<file path="src/design/bcd_adj_pkg.sv">
// shared types, command codes and helpers for the bcd/ascii adjust unit
package bcd_adj_pkg;

  localparam int CmdWidth = 3;

  localparam logic [CmdWidth-1:0] CMD_AAA = 3'd0;
  localparam logic [CmdWidth-1:0] CMD_AAS = 3'd1;
  localparam logic [CmdWidth-1:0] CMD_AAM = 3'd2;
  localparam logic [CmdWidth-1:0] CMD_AAD = 3'd3;
  localparam logic [CmdWidth-1:0] CMD_DAA = 3'd4;
  localparam logic [CmdWidth-1:0] CMD_DAS = 3'd5;

  localparam logic [3:0] DIGIT_MAX   = 4'd9;
  localparam logic [7:0] NIBBLE_MASK = 8'h0F;
  localparam logic [7:0] ADJ_LOW     = 8'h06;
  localparam logic [7:0] ADJ_HIGH    = 8'h60;
  localparam logic [7:0] BCD_MAX     = 8'h99;

  // one restoring divide step result
  typedef struct packed {
    logic [7:0] rem;
    logic       qbit;
  } div_step_t;

  // operands and partial results carried through the front stages
  typedef struct packed {
    logic [CmdWidth-1:0] cmd;
    logic [15:0]         ax;
    logic [7:0]          imm;
    logic                cf;
    logic                af;
    logic [15:0]         adj_ax;
    logic                adj_cf;
    logic                adj_af;
    logic [7:0]          prod;
    logic [7:0]          rem;
    logic [7:0]          quo;
  } front_t;

  // final register values before flag generation
  typedef struct packed {
    logic [15:0] ax;
    logic        cf;
    logic        af;
    logic        set_szp;
    logic        derr;
  } result_t;

  // shift in one dividend bit, subtract divisor when it fits
  function automatic div_step_t div_step(input logic [7:0] rem, input logic dbit,
                                         input logic [7:0] divisor);
    div_step_t  res;
    logic [8:0] trial;
    trial = {rem, dbit};
    if (trial >= {1'b0, divisor}) begin
      res.rem  = 8'(trial - {1'b0, divisor});
      res.qbit = 1'b1;
    end else begin
      res.rem  = trial[7:0];
      res.qbit = 1'b0;
    end
    return res;
  endfunction

endpackage

</file>
<file path="src/design/bcd_ascii_adjust_unit.sv">
// top level of the bcd/ascii adjust unit: four stage pipeline
//
// executes the 8086 decimal and ascii adjust operations aaa, aas, aam, aad,
// daa and das on a 16-bit accumulator value with its carry and aux flags
// input channel: in_valid / in_stall with command, ax_in, imm, carry_in,
//   aux_in; a transaction completes when in_valid is high and in_stall low
// output channel: out_valid / out_stall with ax_out, the new flags and
//   divide_error; every input transaction yields exactly one output one
// timing: out_valid rises once the accepted item has passed registers a, b,
//   c and the output register; throughput is one transaction per cycle
//   while no stalled result is held; stage a holds the aad multiply
//   and the first three divide steps for aam (8 restoring steps over 3 stages)
// when out_stall holds a valid result the whole pipeline freezes and
//   in_stall rises in the same cycle, so nothing is dropped or repeated
// rst is synchronous and active high; it clears all stage valid bits,
//   payload registers are left as they are
// aam with a zero immediate reports divide_error and passes ax and flags
//   through; zero, sign and parity then read as 0
module bcd_ascii_adjust_unit (
  input  logic        clk,
  input  logic        rst,
  input  logic        in_valid,
  output logic        in_stall,
  input  logic [2:0]  command,
  input  logic [15:0] ax_in,
  input  logic [7:0]  imm,
  input  logic        carry_in,
  input  logic        aux_in,
  output logic        out_valid,
  input  logic        out_stall,
  output logic [15:0] ax_out,
  output logic        carry_out,
  output logic        aux_out,
  output logic        zero_flag,
  output logic        sign_flag,
  output logic        parity_flag,
  output logic        divide_error
);

  // global advance: every stage moves unless a held result waits
  logic advance;
  assign advance  = !(out_valid && out_stall);
  assign in_stall = !advance;

  // ---------------------------------------------------------------------
  // stage a: decode, bcd adjust, aad multiply, divide steps 7..5
  // ---------------------------------------------------------------------
  bcd_adj_pkg::front_t    a_next;
  bcd_adj_pkg::front_t    a_reg;
  logic                   valid_a;
  logic [7:0]             al_in;
  logic [7:0]             ah_in;
  logic                   low_adj;
  logic                   high_adj;
  logic [7:0]             al_low;
  logic [15:0]            prod_full;
  bcd_adj_pkg::div_step_t step_a [3];

  always_comb begin
    al_in    = ax_in[7:0];
    ah_in    = ax_in[15:8];
    low_adj  = (al_in[3:0] > bcd_adj_pkg::DIGIT_MAX) || aux_in;
    high_adj = (al_in > bcd_adj_pkg::BCD_MAX) || carry_in;
    al_low   = al_in;

    a_next.cmd    = command;
    a_next.ax     = ax_in;
    a_next.imm    = imm;
    a_next.cf     = carry_in;
    a_next.af     = aux_in;
    a_next.adj_ax = ax_in;
    a_next.adj_cf = carry_in;
    a_next.adj_af = aux_in;

    unique case (command)
      bcd_adj_pkg::CMD_AAA: begin
        // no carry from al into ah in the 8086 form
        al_low = low_adj ? 8'(al_in + bcd_adj_pkg::ADJ_LOW) : al_in;
        a_next.adj_ax = {(low_adj ? 8'(ah_in + 8'd1) : ah_in),
                         al_low & bcd_adj_pkg::NIBBLE_MASK};
        a_next.adj_cf = low_adj;
        a_next.adj_af = low_adj;
      end
      bcd_adj_pkg::CMD_AAS: begin
        al_low = low_adj ? 8'(al_in - bcd_adj_pkg::ADJ_LOW) : al_in;
        a_next.adj_ax = {(low_adj ? 8'(ah_in - 8'd1) : ah_in),
                         al_low & bcd_adj_pkg::NIBBLE_MASK};
        a_next.adj_cf = low_adj;
        a_next.adj_af = low_adj;
      end
      bcd_adj_pkg::CMD_DAA: begin
        // high test uses the original al and carry
        al_low = low_adj ? 8'(al_in + bcd_adj_pkg::ADJ_LOW) : al_in;
        a_next.adj_ax = {ah_in, (high_adj ? 8'(al_low + bcd_adj_pkg::ADJ_HIGH)
                                          : al_low)};
        a_next.adj_cf = high_adj;
        a_next.adj_af = low_adj;
      end
      bcd_adj_pkg::CMD_DAS: begin
        al_low = low_adj ? 8'(al_in - bcd_adj_pkg::ADJ_LOW) : al_in;
        a_next.adj_ax = {ah_in, (high_adj ? 8'(al_low - bcd_adj_pkg::ADJ_HIGH)
                                          : al_low)};
        a_next.adj_cf = high_adj;
        a_next.adj_af = low_adj;
      end
      default: begin
        a_next.adj_ax = ax_in;
      end
    endcase

    // aad: only the low byte of ah * imm matters
    prod_full   = ah_in * imm;
    a_next.prod = prod_full[7:0];

    // aam: first three restoring steps on al / imm
    step_a[0]  = bcd_adj_pkg::div_step(8'h00, al_in[7], imm);
    step_a[1]  = bcd_adj_pkg::div_step(step_a[0].rem, al_in[6], imm);
    step_a[2]  = bcd_adj_pkg::div_step(step_a[1].rem, al_in[5], imm);
    a_next.rem = step_a[2].rem;
    a_next.quo = {5'b00000, step_a[0].qbit, step_a[1].qbit, step_a[2].qbit};
  end

  // ---------------------------------------------------------------------
  // stage b: divide steps 4..2
  // ---------------------------------------------------------------------
  bcd_adj_pkg::front_t    b_next;
  bcd_adj_pkg::front_t    b_reg;
  logic                   valid_b;
  bcd_adj_pkg::div_step_t step_b [3];

  always_comb begin
    b_next     = a_reg;
    step_b[0]  = bcd_adj_pkg::div_step(a_reg.rem, a_reg.ax[4], a_reg.imm);
    step_b[1]  = bcd_adj_pkg::div_step(step_b[0].rem, a_reg.ax[3], a_reg.imm);
    step_b[2]  = bcd_adj_pkg::div_step(step_b[1].rem, a_reg.ax[2], a_reg.imm);
    b_next.rem = step_b[2].rem;
    b_next.quo = {a_reg.quo[4:0], step_b[0].qbit, step_b[1].qbit, step_b[2].qbit};
  end

  // ---------------------------------------------------------------------
  // stage c: divide steps 1..0, aad add, pick the result per command
  // ---------------------------------------------------------------------
  bcd_adj_pkg::result_t   c_next;
  bcd_adj_pkg::result_t   c_reg;
  logic                   valid_c;
  bcd_adj_pkg::div_step_t step_c [2];
  logic [7:0]             quo_final;

  always_comb begin
    step_c[0] = bcd_adj_pkg::div_step(b_reg.rem, b_reg.ax[1], b_reg.imm);
    step_c[1] = bcd_adj_pkg::div_step(step_c[0].rem, b_reg.ax[0], b_reg.imm);
    quo_final = {b_reg.quo[5:0], step_c[0].qbit, step_c[1].qbit};

    c_next.ax      = b_reg.ax;
    c_next.cf      = b_reg.cf;
    c_next.af      = b_reg.af;
    c_next.set_szp = 1'b1;
    c_next.derr    = 1'b0;

    unique case (b_reg.cmd) inside
      bcd_adj_pkg::CMD_AAM: begin
        if (b_reg.imm == 8'h00) begin
          c_next.derr    = 1'b1;
          c_next.set_szp = 1'b0;
        end else begin
          c_next.ax = {quo_final, step_c[1].rem};
        end
      end
      bcd_adj_pkg::CMD_AAD: begin
        c_next.ax = {8'h00, 8'(b_reg.ax[7:0] + b_reg.prod)};
      end
      bcd_adj_pkg::CMD_AAA, bcd_adj_pkg::CMD_AAS,
      bcd_adj_pkg::CMD_DAA, bcd_adj_pkg::CMD_DAS: begin
        c_next.ax = b_reg.adj_ax;
        c_next.cf = b_reg.adj_cf;
        c_next.af = b_reg.adj_af;
      end
      default: begin
        // unused codes leave everything as it was
        c_next.set_szp = 1'b0;
      end
    endcase
  end

  // ---------------------------------------------------------------------
  // stage d: flags of the new al, output register
  // ---------------------------------------------------------------------
  always_ff @(posedge clk) begin
    if (rst) begin
      valid_a   <= 1'b0;
      valid_b   <= 1'b0;
      valid_c   <= 1'b0;
      out_valid <= 1'b0;
    end else if (advance) begin
      valid_a   <= in_valid;
      valid_b   <= valid_a;
      valid_c   <= valid_b;
      out_valid <= valid_c;
    end
  end

  always_ff @(posedge clk) begin
    if (advance) begin
      a_reg        <= a_next;
      b_reg        <= b_next;
      c_reg        <= c_next;
      ax_out       <= c_reg.ax;
      carry_out    <= c_reg.cf;
      aux_out      <= c_reg.af;
      zero_flag    <= c_reg.set_szp && (c_reg.ax[7:0] == 8'h00);
      sign_flag    <= c_reg.set_szp && c_reg.ax[7];
      parity_flag  <= c_reg.set_szp && !(^c_reg.ax[7:0]);
      divide_error <= c_reg.derr;
    end
  end

`ifndef SYNTH
  // a held result freezes every stage
  assert property (@(posedge clk) disable iff (rst)
    out_valid && out_stall |=> $stable(valid_a) && $stable(valid_b) && $stable(valid_c))
    else $error("pipeline moved while output was stalled");

  // partial remainder stays below the divisor in a real aam
  assert property (@(posedge clk) disable iff (rst)
    valid_b && (b_reg.cmd == bcd_adj_pkg::CMD_AAM) && (b_reg.imm != 8'h00)
      |-> b_reg.rem < b_reg.imm)
    else $error("aam partial remainder out of range");

  // divide error carries no meaningful al flags
  assert property (@(posedge clk) disable iff (rst)
    out_valid && divide_error |-> !zero_flag && !sign_flag && !parity_flag)
    else $error("flags set alongside divide error");

  // zero flag agrees with the delivered al
  assert property (@(posedge clk) disable iff (rst)
    out_valid && zero_flag |-> ax_out[7:0] == 8'h00)
    else $error("zero flag with nonzero al");
`endif

endmodule

</file>
<file path="config.mk">
export PLATFORM = sky130hd
export DESIGN_NAME = bcd_ascii_adjust_unit
export DESIGN_NICKNAME = d
export VERILOG_FILES = /design/src/design/bcd_adj_pkg.sv /design/src/design/bcd_ascii_adjust_unit.sv
export SDC_FILE = /design/constraint.sdc
export NUM_CORES = 1
export LEC_CHECK = 0
export BUFFER_PORTS_ARGS = -buffer_cell sky130_fd_sc_hd__buf_2
export CAP_MARGIN = 20
export CORE_MARGIN = 4
export CORE_UTILIZATION = 44
export CTS_CLUSTER_DIAMETER = 100
export DETAILED_ROUTE_END_ITERATION = 12
export GPL_TIMING_DRIVEN = 0
export SYNTH_ARGS = -nofsm -noshare
export SYNTH_HDL_FRONTEND = slang
export SYNTH_SLANG_ARGS = --single-unit
</file>
<file path="constraint.sdc">
create_clock -name clk -period 7.83 [get_ports clk]
set_input_delay 0.3915 -clock clk [delete_from_list [all_inputs] [get_ports clk]]
set_output_delay 0.3915 -clock clk [all_outputs]
set_load 0.02 [all_outputs]
</file>
=== After elaboration in Yosys (flattened, before gate mapping) ===
Cells that the tools add are included.

* Flip-flop bits (word level): 181
* Input bits: 33
* Output and inout bits: 24
* Logic and storage cells: 109

* Add/sub/neg operators: 15
* Multipliers: 1
* $lt $le $gt $ge: 10
* Eq/ne operators: 8
* Muxes and demuxes: 21
* Reductions and logical operators: 16

{| class="wikitable"
|+ Operators by type and width
! cell !! count
|-
| $mux W9 || 8
|-
| $pmux W16 S4 || 1
|-
| $ge A9 B8 Y1 || 7
|-
| $sub A8 B8 Y8 || 7
|-
| $mux W8 || 6
|-
| $pmux W16 S3 || 1
|-
| $logic_not A8 Y1 || 2
|-
| $mux W16 || 1
|-
| $eq A3 B3 Y1 const B || 4
|-
| $add A8 B1 Y8 const B || 1
|-
| $add A8 B3 Y8 const B || 1
|-
| $add A8 B7 Y8 const B || 1
|-
| $add A8 B8 Y8 || 1
|-
| $ge A1 B8 Y1 || 1
|-
| $gt A8 B8 Y1 const B || 1
|-
| $mul A8 B8 Y8 || 1
|-
| $reduce_xor A8 Y1 || 1
|-
| $sub A1 B8 Y8 || 1
|-
| $sub A8 B1 Y8 const B || 1
|-
| $sub A8 B3 Y8 const B || 1
|-
| $sub A8 B7 Y8 const B || 1
|-
| $eq A3 B1 Y1 const B || 2
|-
| $eq A3 B2 Y1 const B || 2
|-
| $logic_not A3 Y1 || 2
|-
| 10 further kinds || 16
|}

=== Logic depth before layout (Yosys ltp) ===
* Depth in word-level cells: 6
* Depth in mapped cells: 28
* Depth with buffers taken out: 27

=== Worst setup path before layout ===
Ideal clock, no wire load.

* Kind: reg-to-reg
* Start: register a_reg[48] (netlist name)
* End: register b_reg[13] (netlist name), data pin
* Setup time: 261 ps
* Data arrival time: 5842 ps
* Data required time: 7569 ps
* Setup slack: 1727 ps
* Stages on the path, launching flop included: 28
* Buffers on the path: 2
* Clock period less this slack: 6103 ps
* Cell sequence: edfxtp_1 inv_1 ha_1 or3_1 a21oi_2 a21oi_1 o22ai_1 buf_2 mux2_2 inv_1 ha_1 nor2b_1 o21ai_0 a21o_1 a21oi_1 and2_1 nor2_1 clkbuf_1 nand2_1 o21ai_0 ha_1 nor2b_1 o21ai_0 a21o_1 a31oi_1 o22ai_1 o31ai_4 a221o_1

{| class="wikitable"
|+ RTL lines
! item !! RTL line !! RTL
|-
| start: declaration || bcd_ascii_adjust_unit.sv:49 || <nowiki>bcd_adj_pkg::front_t a_reg;</nowiki>
|-
| start signal: assignment || bcd_ascii_adjust_unit.sv:204 || <nowiki>a_reg <= a_next;</nowiki>
|-
| end signal: assignment || bcd_ascii_adjust_unit.sv:205 || <nowiki>b_reg <= b_next;</nowiki>
|-
| end: declaration || bcd_ascii_adjust_unit.sv:127 || <nowiki>bcd_adj_pkg::front_t b_reg;</nowiki>
|}

==> impl_metrics.prom <==
# TYPE chip_impl_metric gauge
chip_impl_info{name="hp-class",value="primary input to flop"} 1
chip_impl_metric{name="r2r_slack",unit="ns"} 0.72
chip_impl_metric{name="grt_pass1_vias",unit=""} 7264
chip_impl_info{name="cts_root_buffer",value="clkbuf_16"} 1
chip_impl_metric{name="post_detailed_placement_cell_area",unit="mm^2"} 0.0119
chip_impl_metric{name="antennaDiodeCount",unit=""} 0
chip_impl_metric{name="port_buffers",unit=""} 56
chip_impl_metric{name="finish.net_count",unit=""} 1216
chip_impl_metric{name="drc_errors",unit=""} 0
chip_impl_metric{name="final_period_minus_worst_setup_slack",unit="ns"} 7.11
chip_impl_info{name="post-synth-top-count-cell",value="edfxtp_1"} 1
chip_impl_metric{name="die-height",unit="um"} 167
chip_impl_metric{name="grt_pass1_wl",unit="mm"} 38.1
chip_impl_metric{name="maxClockFrequency",unit="MHz"} 141
chip_impl_info{name="crit_path_start_kind",value="flop"} 1
chip_impl_metric{name="routed_wire_length_per_instance",unit="um"} 16.5
chip_impl_metric{name="route.vias.total",unit=""} 7439
chip_impl_metric{name="timing.slew.headroom",unit="%"} 33.6
chip_impl_metric{name="postSynth.asyncResetShare",unit="%"} 0
chip_impl_metric{name="worstSkewPairLatency",unit="ns"} 0.44
chip_impl_metric{name="floorplan.die_area",unit="mm^2"} 0.0279
chip_impl_metric{name="finalHoldViolations",unit=""} 0
chip_impl_info{name="timing.critical_path.to_type",value="flop"} 1
chip_impl_metric{name="synth_enable_flop_cells",unit=""} 175
chip_impl_metric{name="die-width",unit="um"} 167
chip_impl_metric{name="n_fill_cell",unit=""} 2214
chip_impl_metric{name="hpwlAfterDp",unit="mm"} 18.1
chip_impl_metric{name="clock_sinks",unit=""} 179
chip_impl_info{name="postSynth.topFlopCell",value="edfxtp_1"} 1
chip_impl_metric{name="post_cts_hold_buffer_count",unit=""} 0
chip_impl_metric{name="row_count",unit=""} 57
chip_impl_metric{name="drt_pass_1_iters",unit=""} 5
chip_impl_metric{name="final.period_utilization",unit="%"} 90.9
chip_impl_metric{name="cellPowerDensity",unit="mW/mm^2"} 285
chip_impl_metric{name="io-pin-count",unit=""} 57
chip_impl_metric{name="ctsHtreeMaxLevel",unit=""} 4
chip_impl_metric{name="clk_path_buf_depth",unit=""} 2
chip_impl_metric{name="cp.arrival",unit="ns"} 7.29
chip_impl_metric{name="tritoncts.num_buffers",unit=""} 17
chip_impl_metric{name="netlist_area",unit="mm^2"} 0.0111
chip_impl_metric{name="floorplan.initialDensity",unit="%"} 45.3
chip_impl_metric{name="route.detailed.vias_per_inst",unit=""} 5.28
chip_impl_metric{name="synth-seq-cells",unit=""} 179
chip_impl_metric{name="ys_warn_count",unit=""} 0
chip_impl_metric{name="place.detailed.instances",unit=""} 1377
chip_impl_metric{name="drive_above_1_share",unit="%"} 12.3
chip_impl_metric{name="finalSetupViolations",unit=""} 0
chip_impl_info{name="result_of_the_run",value="complete, no violations"} 1
chip_impl_metric{name="maxCapViolCount",unit=""} 0
chip_impl_metric{name="gp_congestion",unit=""} 0.888
chip_impl_metric{name="final_antenna_net_count",unit=""} 0
chip_impl_metric{name="coreArea",unit="mm^2"} 0.0246
chip_impl_info{name="synthTopCellsByArea",value="edfxtp_1, ha_1, xnor2_1, fa_1, inv_1"} 1
chip_impl_metric{name="synth_top_cell_area_share",unit="%"} 47.2
chip_impl_metric{name="grtUsageTotal",unit="%"} 17.0
chip_impl_metric{name="timing.final.max_slew_violations",unit=""} 0
chip_impl_metric{name="timing.setup.tns",unit="ns"} 0
chip_impl_metric{name="synth.yosys.seq_area_share",unit="%"} 47.9
chip_impl_metric{name="number_of_distinct_library_cells_after_synthesis",unit=""} 75
chip_impl_info{name="cts_tree",value="done"} 1
chip_impl_metric{name="synthesis.nets",unit=""} 1138
chip_impl_metric{name="critical_path_required",unit="ns"} 8.00
chip_impl_metric{name="synthesized_area_per_cell",unit="um^2"} 11.2
chip_impl_metric{name="grt_antenna_before_repair",unit=""} 0
chip_impl_metric{name="max_slew.worst_pin.slew",unit="ns"} 0.989
chip_impl_metric{name="design_area",unit="mm^2"} 0.0125
chip_impl_metric{name="drt_iter0_markers",unit=""} 440
chip_impl_metric{name="timing.final.ws_setup",unit="ns"} 0.716
chip_impl_metric{name="post-place-ws",unit="ns"} 0.593
chip_impl_metric{name="overflow",unit=""} 0
chip_impl_metric{name="clk_pin_slew_worst_setup_hold_paths",unit="ns"} 0.07
chip_impl_metric{name="largest_net_degree_at_the_start_of_global_routing",unit=""} 66
chip_impl_info{name="yosys-top-cells-count",value="edfxtp_1, inv_1, ha_1"} 1
chip_impl_info{name="grt_setup_unrepaired",value="no"} 1
chip_impl_metric{name="postRouteWirelength",unit="mm"} 23.2
chip_impl_metric{name="stdcell_count",unit=""} 1409
chip_impl_metric{name="cp_max_fo",unit=""} 10
chip_impl_metric{name="finClkSkew",unit="ns"} 0.0130
chip_impl_metric{name="max-vdd-ir-drop",unit="mV"} 0.146
chip_impl_metric{name="post_cts_buffers",unit=""} 0
chip_impl_info{name="critical_path_class",value="flop to flop"} 1
chip_impl_metric{name="largest_register_ffs",unit=""} 68
chip_impl_info{name="yosys.area.top_type",value="edfxtp_1"} 1
chip_impl_metric{name="p_leak",unit="nW"} 5.32
chip_impl_metric{name="synth_cells",unit=""} 994
chip_impl_metric{name="syn2layout_area_growth",unit="%"} 12.1
chip_impl_metric{name="total_power",unit="mW"} 3.56
## cell usage in the layout (no fill, tap or decap), drive strengths merged, types with 4 or more instances in the layout
master,instances
clkbuf,29
xnor2,53
a211oi,9
a2111oi,5
nand4,11
buf,64
o21a,8
nor3,21
xor2,17
mux2,17
clkinv,8
o31ai,5
inv,107
nand3,20
edfxtp,175
nor2b,20
fa,20
and2,23
a21oi,48
a211o,4
a21o,21
nor4,8
o21bai,9
o21ai,52
a31oi,7
nand2,70
or3,4
a221o,11
dfxtp,4
mux2i,10
ha,91
nand2b,21
or2,7
nor2,64
nor3b,4
## worst max-delay path, cell delays in order (launching register included)
cell      delay [ns]
edfxtp_1        0.43
inv_1           0.19
ha_1            0.33
or3_1           0.40
a21oi_2         0.21
a21oi_1         0.08
o22ai_1         0.32
buf_2           0.31
nor2_1          0.07
a21oi_1         0.30
inv_1           0.08
ha_1            0.35
nand4_1         0.12
o21bai_1        0.16
nor4_1          0.50
a211oi_4        0.12
nor2_1          0.41
clkbuf_1        0.36
nand2_1         0.10
o21ai_0         0.16
ha_1            0.32
nor2b_1         0.13
o21ai_0         0.19
a21o_1          0.18
a31oi_1         0.13
o22ai_2         0.30
o31ai_4         0.21
a221o_1         0.37
## metrics by stage
stage | util [%] | hold WS (ns)
after floorplan | - | 0.400
after global placement | 48.1 | 0.400
after detailed placement | 48.3 | 0.405
after CTS | 50.7 | 0.129
after global routing | 50.8 | 0.119
final | 50.8 | 0.147
## final cells by class
cell class	count	area [um^2]	area share, %
Inverter	101	379	3.04
Clock inverter	15	163	1.30
Multi-Input combinational cell	697	5360	42.9
Tap cell	324	405	3.25
Sequential cell	179	5340	42.7
Buffer	17	81.3	0.651
Clock buffer	17	425	3.41
Timing Repair Buffer	59	340	2.73
## path summary, 6_finish.rpt
path,depth (start not counted),start,endpoint
worst max register to register,27,a_reg[48],b_reg[13]
worst min register to register,0,a_reg[1],b_reg[4]
worst max-delay path,27,a_reg[48],b_reg[13]
worst min-delay path,1,ax_in[5],a_reg[57]
## cells by family after synthesis
kind of cell / count (synthesis) / synth area share [%]
muxes: 27 / 2.75
xor gates and xnor gates: 70 / 5.50
and+or+nand+nor: 279 / 12.6
buffers and inverters: 118 / 4.13
AOI/OAI and AO/OA: 210 / 13.3
adders and majority gates: 111 / 13.8
DFF: 179 / 47.9
## layer usage
layer  part of all wire (%)  vias up  track usage (%)
li1                       -     3763                -
met1                     50     3516             25.0
met2                     45      132             26.0
met3                    3.3       28             2.59
met4                    2.3        0             5.55
met5                      0        -                0
## repair_timing
action                                 CTS  global route
endpoints found under the hold margin    0             0
gates resized for setup                  0             1
setup endpoints to repair                0             8
## power by group
group | internal, mW | switching (mW) | leakage, nW
registers | 1.25 | 0.0742 | 1.93
clock network | 0.427 | 0.406 | 0.283
logic | 0.626 | 0.784 | 3.11
total | 2.30 | 1.26 | 5.32
Power figures use the tool's default switching activity.
